$ cat config.mk
export PLATFORM = sky130hd
export DESIGN_NAME = cpu8_alu_with_bcd_flags
export DESIGN_NICKNAME = d
export VERILOG_FILES = /design/src/rtl/core/c8alu_pkg.sv /design/src/rtl/core/cpu8_alu_with_bcd_flags.sv /design/src/rtl/core/c8alu_exec.sv
export VERILOG_INCLUDE_DIRS = /design/src /design/src/rtl/core
export SDC_FILE = /design/constraint.sdc
export NUM_CORES = 1
export LEC_CHECK = 0
export BUFFER_PORTS_ARGS = -buffer_cell sky130_fd_sc_hd__clkbuf_2
export CORE_MARGIN = 1.5
export CORE_UTILIZATION = 50
export DETAILED_ROUTE_END_ITERATION = 16
export PLACE_DENSITY = 0.71
export SKIP_CTS_REPAIR_TIMING = 1
export SLEW_MARGIN = 15
export SYNTH_ARGS = -nofsm -noshare
export SYNTH_HDL_FRONTEND = slang
export SYNTH_SLANG_ARGS = --single-unit
$ cat constraint.sdc
create_clock -name clk -period 3.7 [get_ports clk]
set_input_delay 0.185 -clock clk [delete_from_list [all_inputs] [get_ports clk]]
set_output_delay 0.185 -clock clk [all_outputs]
set_load 0.005 [all_outputs]
$ cat src/rtl/core/assert_macros.svh
// Assertion macros shared by the RTL that checks itself.
// No dependencies; the including module must have clk and rst_n in scope.
`ifndef ASSERT_MACROS_SVH
`define ASSERT_MACROS_SVH

// Check a property on every rising clock edge, ignored while reset is held.
`define ASSERT_CLK(label, prop, msg) \
    label: assert property (@(posedge clk) disable iff (!rst_n) (prop)) else $error(msg);

// Check an implication on every rising clock edge, ignored while reset is held.
`define ASSERT_IMPL(label, ante, cons, msg) \
    label: assert property (@(posedge clk) disable iff (!rst_n) (ante) |-> (cons)) \
        else $error(msg);

`endif

$ cat src/rtl/core/c8alu_pkg.sv
// Shared types and operation codes for the 8-bit ALU pipeline.
// No dependencies; used by c8alu_exec and cpu8_alu_with_bcd_flags.
package c8alu_pkg;

    // Operation codes
    localparam logic [4:0] MODE_ADD   = 5'd0;
    localparam logic [4:0] MODE_ADC   = 5'd1;
    localparam logic [4:0] MODE_SUB   = 5'd2;
    localparam logic [4:0] MODE_SBB   = 5'd3;
    localparam logic [4:0] MODE_AND   = 5'd4;
    localparam logic [4:0] MODE_XOR   = 5'd5;
    localparam logic [4:0] MODE_OR    = 5'd6;
    localparam logic [4:0] MODE_CMP   = 5'd7;
    localparam logic [4:0] MODE_INC   = 5'd8;
    localparam logic [4:0] MODE_DEC   = 5'd9;
    localparam logic [4:0] MODE_DAA   = 5'd10;
    localparam logic [4:0] MODE_RLC   = 5'd11;
    localparam logic [4:0] MODE_RRC   = 5'd12;
    localparam logic [4:0] MODE_RAL   = 5'd13;
    localparam logic [4:0] MODE_RAR   = 5'd14;
    localparam logic [4:0] MODE_CMA   = 5'd15;
    localparam logic [4:0] MODE_STC   = 5'd16;
    localparam logic [4:0] MODE_CMC   = 5'd17;
    localparam logic [4:0] MODE_ADD16 = 5'd18;

    // Decimal adjust constants
    localparam logic [7:0] DAA_LO_CORR = 8'h06;
    localparam logic [7:0] DAA_HI_CORR = 8'h60;
    localparam logic [3:0] BCD_MAX     = 4'd9;

    // Five processor flags
    typedef struct packed {
        logic sign;
        logic zero;
        logic aux;
        logic parity;
        logic carry;
    } flags_t;

    // One operation as it enters the pipeline
    typedef struct packed {
        logic [4:0]  mode;
        logic [7:0]  acc;
        logic [7:0]  operand;
        logic [15:0] pair_base;
        logic [15:0] pair_addend;
        flags_t      flags;
    } op_t;

    // Execute stage result; sign, zero and parity are finished in the last stage
    typedef struct packed {
        logic [7:0]  result;
        logic [15:0] pair_sum;
        logic        write_back;
        logic        szp_upd;
        flags_t      flags;
    } exec_t;

endpackage

$ cat src/rtl/core/cpu8_alu_with_bcd_flags.sv
// Channel   Dir  Width (data/user)  Contents
// s_*       in   56 / 5            operation: operands, pair, flags / mode
// m_*       out  32 / 1            result, pair sum, new flags / write-back mark
//
// Three register stages: input capture, execute, flag finish and output.
// An input transfer is registered in the input capture, execute and flag finish
// stages in turn before it can transfer out. One item per cycle while m_tready does not stall.
// Each stage advances when its successor is empty or advancing, so a stall on
// m_tready holds every item in place. rst_n clears the valid bits only.
//
// Top level of the 8-bit ALU pipeline. Depends on c8alu_pkg, c8alu_exec and
// assert_macros.svh.
module cpu8_alu_with_bcd_flags (
    input  logic        clk,
    input  logic        rst_n,
    input  logic        s_tvalid,
    output logic        s_tready,
    // acc[7:0], operand[15:8], pair_base[31:16], pair_addend[47:32],
    // sign_in[48], zero_in[49], aux_in[50], parity_in[51], carry_in[52], zero pad
    input  logic [55:0] s_tdata,
    // mode[4:0]
    input  logic [4:0]  s_tuser,
    output logic        m_tvalid,
    input  logic        m_tready,
    // result[7:0], pair_sum[23:8], sign_out[24], zero_out[25], aux_out[26],
    // parity_out[27], carry_out[28], zero pad
    output logic [31:0] m_tdata,
    // write_back[0]
    output logic        m_tuser
);
    import c8alu_pkg::*;

    logic   v1_reg, v2_reg, v3_reg;
    logic   rdy1, rdy2, rdy3;
    op_t    op_next, op_reg;
    exec_t  ex_next, ex_reg;
    logic [7:0]  res3_reg, res3_next;
    logic [15:0] psum3_reg, psum3_next;
    logic        wb3_reg, wb3_next;
    flags_t      flg3_reg, flg3_next;

    // Ready chain: a stage takes data when empty or when it moves on
    assign rdy3     = ~v3_reg | m_tready;
    assign rdy2     = ~v2_reg | rdy3;
    assign rdy1     = ~v1_reg | rdy2;
    assign s_tready = rdy1;

    // Unpack the input transfer
    always_comb
    begin
        op_next.mode         = s_tuser;
        op_next.acc          = s_tdata[7:0];
        op_next.operand      = s_tdata[15:8];
        op_next.pair_base    = s_tdata[31:16];
        op_next.pair_addend  = s_tdata[47:32];
        op_next.flags.sign   = s_tdata[48];
        op_next.flags.zero   = s_tdata[49];
        op_next.flags.aux    = s_tdata[50];
        op_next.flags.parity = s_tdata[51];
        op_next.flags.carry  = s_tdata[52];
    end

    c8alu_exec u_exec (
        .op (op_reg),
        .ex (ex_next)
    );

    // Finish sign, zero and parity from the result
    always_comb
    begin
        res3_next  = ex_reg.result;
        psum3_next = ex_reg.pair_sum;
        wb3_next   = ex_reg.write_back;
        flg3_next  = ex_reg.flags;
        if (ex_reg.szp_upd)
        begin
            flg3_next.sign   = ex_reg.result[7];
            flg3_next.zero   = (ex_reg.result == 8'h00);
            flg3_next.parity = ~^ex_reg.result;
        end
    end

    // Advance valid bits
    always_ff @(posedge clk or negedge rst_n)
    begin
        if (!rst_n)
        begin
            v1_reg <= 1'b0;
            v2_reg <= 1'b0;
            v3_reg <= 1'b0;
        end
        else
        begin
            if (rdy1)
                v1_reg <= s_tvalid;
            if (rdy2)
                v2_reg <= v1_reg;
            if (rdy3)
                v3_reg <= v2_reg;
        end
    end

    // Advance payload, hold on stall
    always_ff @(posedge clk)
    begin
        if (rdy1 && s_tvalid)
            op_reg <= op_next;
        if (rdy2 && v1_reg)
            ex_reg <= ex_next;
        if (rdy3 && v2_reg)
        begin
            res3_reg  <= res3_next;
            psum3_reg <= psum3_next;
            wb3_reg   <= wb3_next;
            flg3_reg  <= flg3_next;
        end
    end

    // Pack the output transfer
    assign m_tvalid = v3_reg;
    assign m_tuser  = wb3_reg;
    assign m_tdata  = {3'b000, flg3_reg.carry, flg3_reg.parity, flg3_reg.aux,
                       flg3_reg.zero, flg3_reg.sign, psum3_reg, res3_reg};

    `include "assert_macros.svh"

    `ASSERT_IMPL(a_empty_out_ready, !m_tvalid, s_tready, "input stalled with empty output stage")
    `ASSERT_CLK(a_in_lands, (s_tvalid && s_tready) |=> v1_reg, "input transfer lost")
    `ASSERT_CLK(a_exec_moves, (v2_reg && !m_tvalid) |=> m_tvalid, "execute stage failed to advance")

endmodule

$ cat src/rtl/core/c8alu_exec.sv
// Execute logic of the ALU pipeline: result, pair sum, aux and carry flags.
// Depends on c8alu_pkg.
module c8alu_exec (
    input  c8alu_pkg::op_t   op,
    output c8alu_pkg::exec_t ex
);
    import c8alu_pkg::*;

    logic [7:0] addend;
    logic       cin;
    logic [8:0] sum9;
    logic [4:0] half5;
    logic       is_sub;
    logic [3:0] lo_nib;
    logic [3:0] hi_nib;
    logic       lo_fix;
    logic       hi_fix;
    logic [7:0] corr;
    logic [4:0] daa_half;
    logic [16:0] pair17;

    // Shared 8-bit adder for add, add with carry, subtract, subtract with borrow and compare
    always_comb
    begin
        is_sub = op.mode inside {MODE_SUB, MODE_SBB, MODE_CMP};
        addend = is_sub ? ~op.operand : op.operand;
        case (op.mode)
            MODE_ADC: cin = op.flags.carry;
            MODE_SUB: cin = 1'b1;
            MODE_SBB: cin = ~op.flags.carry;
            MODE_CMP: cin = 1'b1;
            default:  cin = 1'b0;
        endcase
        sum9  = {1'b0, op.acc} + {1'b0, addend} + {8'd0, cin};
        half5 = {1'b0, op.acc[3:0]} + {1'b0, addend[3:0]} + {4'd0, cin};
    end

    // Decimal adjust corrections
    always_comb
    begin
        lo_nib   = op.acc[3:0];
        hi_nib   = op.acc[7:4];
        lo_fix   = (lo_nib > BCD_MAX) || op.flags.aux;
        hi_fix   = (hi_nib > BCD_MAX) || op.flags.carry
                   || ((hi_nib >= BCD_MAX) && (lo_nib > BCD_MAX));
        corr     = (lo_fix ? DAA_LO_CORR : 8'h00) | (hi_fix ? DAA_HI_CORR : 8'h00);
        daa_half = {1'b0, lo_nib} + {1'b0, corr[3:0]};
    end

    assign pair17 = {1'b0, op.pair_base} + {1'b0, op.pair_addend};

    // Select result and flags by operation
    always_comb
    begin
        ex            = '0;
        ex.flags      = op.flags;
        case (op.mode)
            MODE_ADD, MODE_ADC:
            begin
                ex.result     = sum9[7:0];
                ex.flags.aux  = half5[4];
                ex.flags.carry = sum9[8];
                ex.write_back = 1'b1;
                ex.szp_upd    = 1'b1;
            end
            MODE_SUB, MODE_SBB, MODE_CMP:
            begin
                ex.result     = sum9[7:0];
                ex.flags.aux  = half5[4];
                ex.flags.carry = ~sum9[8];
                ex.write_back = (op.mode != MODE_CMP);
                ex.szp_upd    = 1'b1;
            end
            MODE_AND:
            begin
                ex.result     = op.acc & op.operand;
                ex.flags.aux  = op.acc[3] | op.operand[3];
                ex.flags.carry = 1'b0;
                ex.write_back = 1'b1;
                ex.szp_upd    = 1'b1;
            end
            MODE_XOR:
            begin
                ex.result     = op.acc ^ op.operand;
                ex.flags.aux  = 1'b0;
                ex.flags.carry = 1'b0;
                ex.write_back = 1'b1;
                ex.szp_upd    = 1'b1;
            end
            MODE_OR:
            begin
                ex.result     = op.acc | op.operand;
                ex.flags.aux  = 1'b0;
                ex.flags.carry = 1'b0;
                ex.write_back = 1'b1;
                ex.szp_upd    = 1'b1;
            end
            MODE_INC:
            begin
                ex.result     = op.operand + 8'd1;
                ex.flags.aux  = (op.operand[3:0] == 4'hF);
                ex.write_back = 1'b1;
                ex.szp_upd    = 1'b1;
            end
            MODE_DEC:
            begin
                ex.result     = op.operand - 8'd1;
                ex.flags.aux  = (op.operand[3:0] != 4'h0);
                ex.write_back = 1'b1;
                ex.szp_upd    = 1'b1;
            end
            MODE_DAA:
            begin
                ex.result     = op.acc + corr;
                ex.flags.aux  = daa_half[4];
                ex.flags.carry = op.flags.carry | hi_fix;
                ex.write_back = 1'b1;
                ex.szp_upd    = 1'b1;
            end
            MODE_RLC:
            begin
                ex.result     = {op.acc[6:0], op.acc[7]};
                ex.flags.carry = op.acc[7];
                ex.write_back = 1'b1;
            end
            MODE_RRC:
            begin
                ex.result     = {op.acc[0], op.acc[7:1]};
                ex.flags.carry = op.acc[0];
                ex.write_back = 1'b1;
            end
            MODE_RAL:
            begin
                ex.result     = {op.acc[6:0], op.flags.carry};
                ex.flags.carry = op.acc[7];
                ex.write_back = 1'b1;
            end
            MODE_RAR:
            begin
                ex.result     = {op.flags.carry, op.acc[7:1]};
                ex.flags.carry = op.acc[0];
                ex.write_back = 1'b1;
            end
            MODE_CMA:
            begin
                ex.result     = ~op.acc;
                ex.write_back = 1'b1;
            end
            MODE_STC:
            begin
                ex.flags.carry = 1'b1;
            end
            MODE_CMC:
            begin
                ex.flags.carry = ~op.flags.carry;
            end
            MODE_ADD16:
            begin
                ex.pair_sum   = pair17[15:0];
                ex.flags.carry = pair17[16];
                ex.write_back = 1'b1;
            end
            default:
            begin
                ex.flags = op.flags;
            end
        endcase
    end

endmodule

==> summary by stage <==
Floorplanning
In this run the horizontal extent of the chip is 117.8 um. The starting density of the core is 51.79%. The site row count is 41. The core region is 12,720 sq um. The I/O pin count is 100. The die covers 13,880 sq um. From bottom edge to top edge, the die measures 117.8 um.

Synth
The area share of the largest cell type after synthesis is 54.23%. Summing the areas of all xor and xnor instances in the mapped netlist gives 4.387% of the synthesized area. The area fraction in and, or, nand and nor cells after synthesis is 10.46%. Summed over all instances, the cell type with the most area after synthesis is edfxtp_1. In this run, synthesis inferred 119 flip-flops with an integrated enable. Summing the areas of all fa, ha and maj instances in the mapped netlist gives 11.58% of the synthesized area. Measured against the total synthesized area, the mux share comes to 0.7976%. After synthesis, the largest family of logic cells by area is compound AO/OA/AOI/OAI gates. Counting flops and latches in the post-synthesis netlist gives 122.

In this run, distinct cell masters in the synthesized netlist total 64. Synthesis handed over a netlist of 541 instances. The portion of the post-synthesis area used by sequential elements is 55.37%. The share of flip-flops with an asynchronous set or reset is 2.459%. The cell area that synthesis handed to floorplanning was 6589 sq um. Ranked by total cell area, the synthesized netlist is headed by edfxtp_1, ha_1, xnor2_1, a21oi_1, inv_1.

The count of warnings emitted by yosys is 0. The synthesized netlist devotes 13.98% of its cell area to compound gates. After synthesis, the mean cell area works out to 12.18 sq um. The flip-flop cell with the highest count after synthesis is edfxtp_1.

Clocking
The largest buffer count on any clock path is 2. The tree is rooted in a clkbuf_16. The total CTS buffers is 17. The clock net in this run drives a total of 122 sinks. The clock-pin slew on the worst setup and hold paths is 0.05 ns. The worst-skew pair later-pin latency is 0.41 ns. The clock tree from TritonCTS is done. The number of levels the H-tree was split into is 4.

Place
Detailed placement ended at an HPWL of 10,140 um. Routability-driven placement finished with a final weighted congestion of 0.9473. The number of input and output port buffers inserted is 93. The worst-case setup slack after placement is 0.3483 ns.

Detailed routing
Wires add up to 14,660 um. The via density per instance is 5.439. Once detail routing completed, the nets flagged for antenna violations numbered 0.

The number of design rule violations left after detail routing is 0. The pre-antenna-repair detailed-routing pass consisted of 5 iterations. Detailed routing inserted a total of 4,857 vias.

In the final routed layout, each cell accounts on average for 16.42 um. The initial DRC count is 455.

Min path
The class of the tightest hold or removal check is in -> reg.

Cells and area
The number of antenna cells inserted is 0. The layout overhead on the synthesized area is 28.50%. The number of flip-flops in the largest register is 58. The layout net count is 831. Counting the fill cells in the layout gives 956. Leaving out fill and tap cells, the most frequent cells in the layout are edfxtp_1, clkbuf_2, dlygate4sd3_1. In the final layout, flip-flops and latches occupy 3649 sq um. The multi-input combinational cells in the finished layout cover a total of 2728 sq um.

Leaving out fill and tap cells, the most frequent cell in the layout is edfxtp_1. The proportion of layout cells with a drive suffix above 1 is 19.97%.

Timing
The setup slack of the critical path after layout is 0.3289 ns. After layout, the minimum clock period comes to 3.371 ns. The share of the clock period used by the worst path is 91.11%. The count of endpoints failing hold in the final timing report is 0.

The maximum clock skew at final layout is 0.008502 ns. Across all hold checks on the routed design, the worst slack comes to 0.07194 ns. The max-slew violation count is 0.

Setup violations remaining at the end of the flow were counted as 0. The max-slew headroom at the worst pin is 32.86%. The highest clock rate is 296.6 MHz. At the pin with the least slew margin, the transition time is 1.007 ns.

Power and ir drop
The part of the total power dissipated in the clock network is 40.5%. The switching power of the nets is 0.9796 mW. The fraction of power spent switching nets is 23.99%.

The cell-internal power is 3.103 mW. The fraction of power consumed by combinational cells is 16.6%. The worst IR drop on VDD is 446.5 uV. Summed over all cells, the static leakage comes to 3.493 nW. Power spread over the standard cell area amounts to 482.2 nW/um^2.

The sequential share of power is 42.9%.

Critical path
The biggest fanout along the worst timing path is 19. At the worst endpoint, the required time is 3.82 ns. The critical path goes through nand3b_1 > nor3_2 > ha_1 > a21oi_1 > o21ai_0 > a2111oi_0 > nor3_1 > xnor2_1 > o211ai_1.

In this design, the largest share of critical-path delay is due to simple AND/OR/NAND/NOR gates. The worst setup path is captured at a flop. The critical path in this run is classified as reg -> reg. The critical path startpoint category is a flop.

The cell with the largest stage delay on the worst path is edfxtp_1. The number of buffers and inverters on the critical path is 0. The longest individual stage delay on the worst path is 0.61 ns. Data arrives at the worst endpoint at 3.50 ns.

GRT
The first global-routing pass estimated 23,000 um of wire. Global routing finished with a remaining overflow of 0. Global routing used 21.40% of the available tracks. The maximum number of pins on one net before global-route repair is 44. The number of antenna violations at the first check in global routing came to 0. The number of global-route vias before repair was 4,490.

Flow run
The max-cap check violation count is 0.

Outcome
The flow ran to the end, and the final reports show no timing, DRC or antenna violations.
-- tightest hold or removal path, stage by stage --
cell and delay [ns]:
clkbuf_2 0.09, nand2b_1 0.11, nand2b_1 0.06
-- per-stage QoR --
| step | area [sq um] | cells | utilization (%) | TNS, ns | power (mW) |
|---|---|---|---|---|---|
| after floorplan | 6596 | 543 | - | 0 | 2.186 |
| after global placement | 7267 | 801 | 57.12 | 0 | 2.368 |
| after detailed placement | 7267 | 801 | 57.12 | 0 | 2.393 |
| after CTS | 7866 | 833 | 61.83 | 0 | 4.065 |
| after global routing | 8467 | 893 | 66.55 | -0.0001958 | 4.266 |
| final | 8467 | 893 | 66.55 | 0 | 4.083 |
-- routing by layer --
metal	vias up	part of all wire (%)	GRT usage, %
met5	-	0	0
met3	18	5.2	4.893
li1	2363	-	-
met1	2311	46	30.49
met2	165	47	31.83
met4	0	1.7	8.537
-- power groups by stage --
stage	sequential (mW)	clock, mW	combinational [mW]
CTS	1.75	1.69	0.623
finish	1.75	1.66	0.676
global placement	1.77	0	0.596
floorplan	1.76	0	0.428
detailed placement	1.78	0	0.616
global route	1.77	1.75	0.753
-- cells in the mapped netlist (all sizes together) (9+ instances only) --
cell type,number
nor3,18
a21oi,36
xnor2,26
edfxtp,119
nor2,35
nand2,20
inv,38
nand3,11
buf,9
nand2b,13
ha,53
o21ai,21
-- final timing paths --
path | startpoint | end | slack (ns) | cells past startpoint
setup / recovery | op_reg[57] | res3_next[7] | 0.33 | 9
hold / removal | m_tready | m_tvalid | 0.07 | 3
setup reg to reg | op_reg[57] | res3_next[7] | 0.33 | 9
hold reg to reg | psum3_next[5] | psum3_reg[5] | 0.41 | 0
max in group asynchronous | rst_n | m_tvalid | 3.47 | 2
min in group asynchronous | rst_n | v2_reg | 0.12 | 2
-- logic make-up after synthesis --
kind of cell	Yosys count
xor+xnor	33
other cells	1
fa+ha+maj	58
simple gates	134
mux	5
flops	122
compound gates	134
buf+inv	54
-- final cells by class --
type / count / area share (%)
clock buffers: 25 / 5.734
inverters: 38 / 1.685
repair buffers: 162 / 13.39
well taps: 172 / 2.542
multi-input cells: 367 / 32.22
clock inverters: 7 / 1.345
flip-flops and latches: 122 / 43.09
Power figures use the tool's default switching activity.
